===== config.mk =====
export PLATFORM = sky130hd
export DESIGN_NAME = life_generation_line_stream
export DESIGN_NICKNAME = d
export VERILOG_FILES = /design/src/rtl/lgls_pkg.sv /design/src/rtl/life_generation_line_stream.sv /design/src/rtl/lgls_cell.sv /design/src/rtl/lgls_out_fifo.sv
export VERILOG_INCLUDE_DIRS = /design/src /design/src/rtl
export SDC_FILE = /design/constraint.sdc
export NUM_CORES = 1
export LEC_CHECK = 0
export BUFFER_PORTS_ARGS = -buffer_cell sky130_fd_sc_hd__buf_2
export CAP_MARGIN = 30
export CORE_AREA = 2 2 163 165
export DETAILED_ROUTE_END_ITERATION = 7
export DIE_AREA = 0 0 165 167
export PLACE_DENSITY = 0.56
export SYNTH_ARGS = -nofsm -noshare
export SYNTH_HDL_FRONTEND = slang
export SYNTH_HIERARCHICAL = 1
export SYNTH_SLANG_ARGS = --single-unit

===== constraint.sdc =====
create_clock -name clock -period 6.1 [get_ports clock]
set_clock_uncertainty 0.1 [all_clocks]
set_input_delay 1.22 -clock clock [delete_from_list [all_inputs] [get_ports clock]]
set_output_delay 1.22 -clock clock [all_outputs]
set_load 0.01 [all_outputs]

===== src/rtl/life_generation_line_stream_assert.svh =====
// assertion macros shared by the life line stream rtl
`ifndef LIFE_GENERATION_LINE_STREAM_ASSERT_SVH
`define LIFE_GENERATION_LINE_STREAM_ASSERT_SVH

// antecedent holds in this cycle, consequent in the same cycle
`define LGLS_ASSERT_SAME(lbl, clk, rst, ante, cons, msg) \
   lbl: assert property (@(posedge clk) disable iff (rst) (ante) |-> (cons)) \
      else $error(msg);

// antecedent holds in this cycle, consequent in the next cycle
`define LGLS_ASSERT_NEXT(lbl, clk, rst, ante, cons, msg) \
   lbl: assert property (@(posedge clk) disable iff (rst) (ante) |=> (cons)) \
      else $error(msg);

`endif


===== src/rtl/lgls_pkg.sv =====
// shared types and constants for the life line stream
package lgls_pkg;

   localparam int unsigned FIFO_DEPTH = 2;

   typedef struct packed {
      logic load;
      logic keep;
      logic clear;
   } cell_ctrl_type;

endpackage


===== src/rtl/life_generation_line_stream.sv =====
// top level: conway life b3/s23 generation over a stream of grid lines
//
//   channel  direction  tdata           tuser       tlast
//   req_     in         line_cells      first_line  last_line
//   rsp_     out        next_cells      -           frame_done
//
// one line per cycle while req_tready is high; a last line is followed by a flush of its own result
// the row of column cells holds the two previous lines and computes the next line combinationally
// results pass through a two-entry queue, so req_tready does not wait on rsp_tready
// reset is synchronous and clears the held lines and the queue
// req_tready drops while the queue is full or a flush is pending
module life_generation_line_stream #(
   parameter int unsigned LINE_CELLS = 28
) (
   input  logic                                clock,
   input  logic                                reset,
   input  logic                                req_tvalid,
   output logic                                req_tready,
   input  logic [((LINE_CELLS + 7) / 8) * 8-1:0] req_tdata,  // line_cells
   input  logic                                req_tuser,  // first_line
   input  logic                                req_tlast,  // last_line
   output logic                                rsp_tvalid,
   input  logic                                rsp_tready,
   output logic [((LINE_CELLS + 7) / 8) * 8-1:0] rsp_tdata,  // next_cells
   output logic                                rsp_tlast   // frame_done
);

   `include "life_generation_line_stream_assert.svh"

   localparam int unsigned DATA_BITS = ((LINE_CELLS + 7) / 8) * 8;

   logic                    flush_ff;
   logic                    flush_in;
   logic                    mid_valid_ff;
   logic                    mid_valid_in;
   logic                    fifo_full;
   logic                    accept;
   logic                    keep;
   logic                    emit_now;
   logic                    flush_go;
   logic                    push;
   logic [LINE_CELLS-1:0]   line;
   logic [LINE_CELLS-1:0]   below;
   logic [LINE_CELLS+1:0]   below_ext;
   logic [LINE_CELLS+1:0]   up_ext;
   logic [LINE_CELLS+1:0]   mid_ext;
   logic [LINE_CELLS-1:0]   next_row;
   logic [LINE_CELLS:0]     pop_data;
   lgls_pkg::cell_ctrl_type ctrl;

   assign line       = req_tdata[LINE_CELLS-1:0];
   assign req_tready = !flush_ff && !fifo_full;
   assign accept     = req_tvalid && req_tready;
   assign keep       = mid_valid_ff && !req_tuser;
   assign emit_now   = accept && keep;
   assign flush_go   = flush_ff && !fifo_full;
   assign push       = emit_now || flush_go;

   assign ctrl.load  = accept;
   assign ctrl.keep  = keep;
   assign ctrl.clear = flush_go;

   // dead line below while flushing the frame's last line
   assign below     = flush_ff ? '0 : line;
   assign below_ext = {1'b0, below, 1'b0};
   assign up_ext[0]             = 1'b0;
   assign up_ext[LINE_CELLS+1]  = 1'b0;
   assign mid_ext[0]            = 1'b0;
   assign mid_ext[LINE_CELLS+1] = 1'b0;

   for (genvar i = 0; i < LINE_CELLS; i++) begin : g_cell
      lgls_cell u_cell (
         .clock       (clock),
         .reset       (reset),
         .ctrl        (ctrl),
         .line_bit    (line[i]),
         .below_left  (below_ext[i]),
         .below_here  (below_ext[i+1]),
         .below_right (below_ext[i+2]),
         .up_left     (up_ext[i]),
         .up_right    (up_ext[i+2]),
         .mid_left    (mid_ext[i]),
         .mid_right   (mid_ext[i+2]),
         .up_bit      (up_ext[i+1]),
         .mid_bit     (mid_ext[i+1]),
         .next_bit    (next_row[i])
      );
   end

   always_comb begin
      flush_in     = flush_ff;
      mid_valid_in = mid_valid_ff;
      if (flush_go) begin
         flush_in     = 1'b0;
         mid_valid_in = 1'b0;
      end else if (accept) begin
         flush_in     = req_tlast;
         mid_valid_in = 1'b1;
      end
   end

   always_ff @(posedge clock) begin
      if (reset) begin
         flush_ff     <= 1'b0;
         mid_valid_ff <= 1'b0;
      end else begin
         flush_ff     <= flush_in;
         mid_valid_ff <= mid_valid_in;
      end
   end

   lgls_out_fifo #(
      .WIDTH (LINE_CELLS + 1)
   ) u_out_fifo (
      .clock     (clock),
      .reset     (reset),
      .push      (push),
      .push_data ({flush_go, next_row}),
      .full      (fifo_full),
      .pop       (rsp_tready),
      .not_empty (rsp_tvalid),
      .pop_data  (pop_data)
   );

   assign rsp_tdata = DATA_BITS'(pop_data[LINE_CELLS-1:0]);
   assign rsp_tlast = pop_data[LINE_CELLS];

   `LGLS_ASSERT_SAME(a_no_accept_in_flush, clock, reset, flush_ff, !req_tready,
      "line accepted while a flush is pending")
   `LGLS_ASSERT_NEXT(a_last_starts_flush, clock, reset, accept && req_tlast, flush_ff,
      "last line did not start a flush")
   `LGLS_ASSERT_NEXT(a_flush_clears_state, clock, reset, flush_go,
      !mid_valid_ff && !flush_ff, "flush left a pending line")
   `LGLS_ASSERT_SAME(a_single_push, clock, reset, push, !(emit_now && flush_go),
      "two results pushed in one cycle")

endmodule


===== src/rtl/lgls_cell.sv =====
// one column cell: holds the upper and middle bits and computes the next state
module lgls_cell (
   input  logic                  clock,
   input  logic                  reset,
   input  lgls_pkg::cell_ctrl_type ctrl,
   input  logic                  line_bit,
   input  logic                  below_left,
   input  logic                  below_here,
   input  logic                  below_right,
   input  logic                  up_left,
   input  logic                  up_right,
   input  logic                  mid_left,
   input  logic                  mid_right,
   output logic                  up_bit,
   output logic                  mid_bit,
   output logic                  next_bit
);

   logic       upper_ff;
   logic       upper_in;
   logic       middle_ff;
   logic       middle_in;
   logic [3:0] alive_count;

   assign alive_count = 4'(up_left) + 4'(upper_ff) + 4'(up_right)
                      + 4'(mid_left) + 4'(mid_right)
                      + 4'(below_left) + 4'(below_here) + 4'(below_right);

   assign next_bit = (alive_count == 4'd3) || ((alive_count == 4'd2) && middle_ff);

   always_comb begin
      upper_in  = upper_ff;
      middle_in = middle_ff;
      if (ctrl.clear) begin
         upper_in  = 1'b0;
         middle_in = 1'b0;
      end else if (ctrl.load) begin
         upper_in  = ctrl.keep & middle_ff;
         middle_in = line_bit;
      end
   end

   always_ff @(posedge clock) begin
      if (reset) begin
         upper_ff  <= 1'b0;
         middle_ff <= 1'b0;
      end else begin
         upper_ff  <= upper_in;
         middle_ff <= middle_in;
      end
   end

   assign up_bit  = upper_ff;
   assign mid_bit = middle_ff;

endmodule


===== src/rtl/lgls_out_fifo.sv =====
// two-entry result queue between the cell row and the result channel
module lgls_out_fifo #(
   parameter int unsigned WIDTH = 29
) (
   input  logic             clock,
   input  logic             reset,
   input  logic             push,
   input  logic [WIDTH-1:0] push_data,
   output logic             full,
   input  logic             pop,
   output logic             not_empty,
   output logic [WIDTH-1:0] pop_data
);

   logic [WIDTH-1:0] data_ff [lgls_pkg::FIFO_DEPTH];
   logic             wr_ptr_ff;
   logic             wr_ptr_in;
   logic             rd_ptr_ff;
   logic             rd_ptr_in;
   logic [1:0]       count_ff;
   logic [1:0]       count_in;
   logic             do_push;
   logic             do_pop;

   assign full      = (count_ff == 2'(lgls_pkg::FIFO_DEPTH));
   assign not_empty = (count_ff != 2'd0);
   assign do_push   = push && !full;
   assign do_pop    = pop && not_empty;
   assign pop_data  = data_ff[rd_ptr_ff];

   always_comb begin
      wr_ptr_in = wr_ptr_ff ^ do_push;
      rd_ptr_in = rd_ptr_ff ^ do_pop;
      count_in  = count_ff;
      if (do_push && !do_pop) begin
         count_in = count_ff + 2'd1;
      end else if (do_pop && !do_push) begin
         count_in = count_ff - 2'd1;
      end
   end

   always_ff @(posedge clock) begin
      if (reset) begin
         wr_ptr_ff <= 1'b0;
         rd_ptr_ff <= 1'b0;
         count_ff  <= 2'd0;
      end else begin
         wr_ptr_ff <= wr_ptr_in;
         rd_ptr_ff <= rd_ptr_in;
         count_ff  <= count_in;
      end
   end

   always_ff @(posedge clock) begin
      if (do_push) begin
         data_ff[wr_ptr_ff] <= push_data;
      end
   end

endmodule


==> results.json <==
{
  "top_layer_used": "met4",
  "synth_warnings": 6,
  "wl_per_cell_microns": 13.8,
  "hold_path_class": "flip-flop to flip-flop",
  "worst_setup_path_end_kind": "flip-flop",
  "dr.pass1.iters": 4,
  "vias": 6676,
  "fp.dieH_microns": 167,
  "grt_pass1_vias": 7045,
  "cts_hold_buf": 0,
  "p_leak_nw": 5.45,
  "rsz0062_at_grt": "no",
  "finalSetupViolCount": 0,
  "critPathRequiredTime_ns": 6.21,
  "routed_wl_microns": 19800,
  "cts_tree": "built",
  "fin_crit_sh_pct": 69.0,
  "status": "complete, no violations",
  "synth_cell_types": 34,
  "drive_above_1_share_pct": 16.3,
  "area_growth_pct": 13.4,
  "drv_slew": 0,
  "die_x_microns": 165,
  "ioPinCount": 73,
  "syn-cell-area_sq_mm": 0.0102,
  "wl_met2_microns": 9280,
  "critPathLaunchType": "input port",
  "clk_pin_slew_ns": 0.05,
  "fin_crit_ns": 4.21,
  "ant_nets": 0,
  "final_cells": 1440,
  "dieArea_sq_mm": 0.0276,
  "layout_commonest_cell": "inv_1",
  "crit_fanout": 3,
  "clock_tree.root_cell": "clkbuf_16",
  "core_region_area_sq_mm": 0.0258,
  "wl_met1_microns": 9720,
  "irDropWorstVdd_v": 0.000161,
  "cts_setup_buffers": 0,
  "synthCells": 1002,
  "cap_violations": 0,
  "clock_sinks": 120,
  "dp_cells": 1408,
  "final_nets": 1329,
  "dpl_cell_area_sq_mm": 0.0110,
  "hold_viol_final": 0,
  "cts_buffer_depth": 2,
  "drtIter0Drc": 287,
  "place_congestion": 0.765,
  "postSynthAreaPerCell_sq_um": 10.2,
  "grt_pass1_wl_microns": 34400,
  "cp.arrival_ns": 4.32,
  "power_density_mw_per_mm2": 285,
  "tns_ns": 0,
  "ys_ff_latch": 120,
  "antenna_found_initial": 0,
  "initial_utilization_pct": 39.6,
  "grt-ovfl-total": 0,
  "utilization_pct": 44.9,
  "viasPerCell": 4.64,
  "clk_latency_ns": 0.42,
  "wl_met3_microns": 625,
  "design_area_sq_mm": 0.0116,
  "drc": 0,
  "grt_max_degree": 63,
  "cts_made_buffers": 17,
  "most-common-layout-cells": "inv_1, fa_1, ha_1",
  "clock.fmax_ghz": 0.238,
  "io_buffers": 64,
  "worstMarginPinSlew_ns": 0.978,
  "antenna_cells": 0,
  "cts_resized": 0,
  "relSlewSlack_pct": 34.6,
  "critPathKind": "input port to flip-flop",
  "dp_hpwl_microns": 14600,
  "htreeDepth": 4,
  "yosysSeqAreaShare_pct": 29.2,
  "track_usage_pct": 15.8,
  "core.rowCount": 59
}
-- power by group --
| part | internal (W) | total [W] | leakage (nW) | switching, W |
|---|---|---|---|---|
| combinational | 0.000532 | 0.00122 | 4.12 | 0.000689 |
| sequential | 0.000988 | 0.00107 | 1.04 | 0.0000868 |
| clock | 0.000645 | 0.00101 | 0.283 | 0.000360 |
-- flip-flops by register name, indices dropped and copies added (netlist names) --
name and flops:
u_out_fifo/rd_ptr_ff 1, mid_valid_ff 1, u_out_fifo/count_ff 2, u_out_fifo/wr_ptr_ff 1, flush_ff 1, g_cell.u_cell/mid_bit 28
u_out_fifo/data_ff 58, g_cell.u_cell/up_bit 28
-- Yosys cell counts, drive strengths merged --
| cell | n | share of area, % |
|---|---|---|
| nand4bb | 1 | 0.11 |
| edfxtp | 58 | 17 |
| nor2 | 6 | 0.22 |
| mux2 | 29 | 3.2 |
| o21a | 16 | 1.2 |
| inv | 311 | 11 |
| nor2b | 30 | 1.8 |
| and2b | 1 | 0.086 |
| buf | 10 | 0.65 |
| conb | 1 | 0.037 |
| a21oi | 35 | 1.8 |
| fa | 112 | 22 |
| o21ai | 30 | 1.5 |
| nand2b | 13 | 0.80 |
| mux2i | 28 | 2.7 |
| a211oi | 25 | 2.5 |
| nand2 | 1 | 0.037 |
| or3 | 1 | 0.061 |
| o211a | 12 | 1.2 |
| dfxtp | 62 | 12 |
| xor2 | 3 | 0.26 |
| or2 | 29 | 1.8 |
| nor3 | 44 | 3.7 |
| nand3 | 44 | 2.2 |
| ha | 87 | 11 |
| nand3b | 13 | 0.96 |
-- worst max-delay path: stages --
cell	delay [ns]
buf_2	0.08
nor2b_1	0.23
inv_1	0.11
fa_1	0.55
fa_1	0.42
fa_1	0.49
inv_1	0.04
ha_1	0.20
fa_1	0.40
o211a_1	0.24
a211oi_2	0.32
-- cell type report --
cell class                      count  area [sq um]
Tap cell                          335           419
Inverter                          311          1170
Sequential cell                   120          2980
Clock inverter                     11           129
Fill cell                        2474         14200
Multi-Input combinational cell    570          6040
Timing Repair Buffer               72           383
Clock buffer                       21           450
-- metal layers --
metal  vias up  GRT usage (%)
met3        21           2.71
li1       3348              -
met2        82           25.4
met5         -              0
met1      3225           21.9
met4         0           4.31
-- logic make-up (layout without fill, tap and decap cells) --
| kind of cell | count (synthesis) | count (layout) | share of synthesized area [%] |
|---|---|---|---|
| AO/OA/AOI/OAI | 118 | 118 | 8.05 |
| XOR/XNOR | 3 | 3 | 0.257 |
| adder cells (fa/ha/maj) | 199 | 199 | 32.6 |
| buffers and inverters | 321 | 415 | 12.1 |
| flip-flops | 120 | 120 | 29.2 |
| multiplexers | 57 | 57 | 5.95 |
| other | 1 | 10 | 0.0367 |
| AND/OR/NAND/NOR | 183 | 183 | 11.8 |
-- through the flow --
step                      worst slack (ns)  total power, W  hold slack [ns]
after floorplan                      0.788         0.00199            0.356
after global placement                1.45         0.00229            0.386
final                                 1.89         0.00330            0.403
after global routing                  1.71         0.00359            0.429
after CTS                             1.88         0.00336            0.404
after detailed placement              1.45         0.00233            0.396
-- final timing paths --
| kind | startpoint | end | slack [ns] | cells after the start |
|---|---|---|---|---|
| worst max-delay path | req_tdata[6] | u_out_fifo/data_ff[0][7] | 1.89 | 11 |
| worst min-delay path | g_cell[27].u_cell/up_bit | g_cell[27].u_cell/up_bit | 0.40 | 2 |
| worst max register to register | flush_ff | u_out_fifo/data_ff[0][11] | 1.90 | 11 |
| worst min register to register | g_cell[27].u_cell/up_bit | g_cell[27].u_cell/up_bit | 0.40 | 2 |
Note: power is estimated with default switching activity, not from simulation.
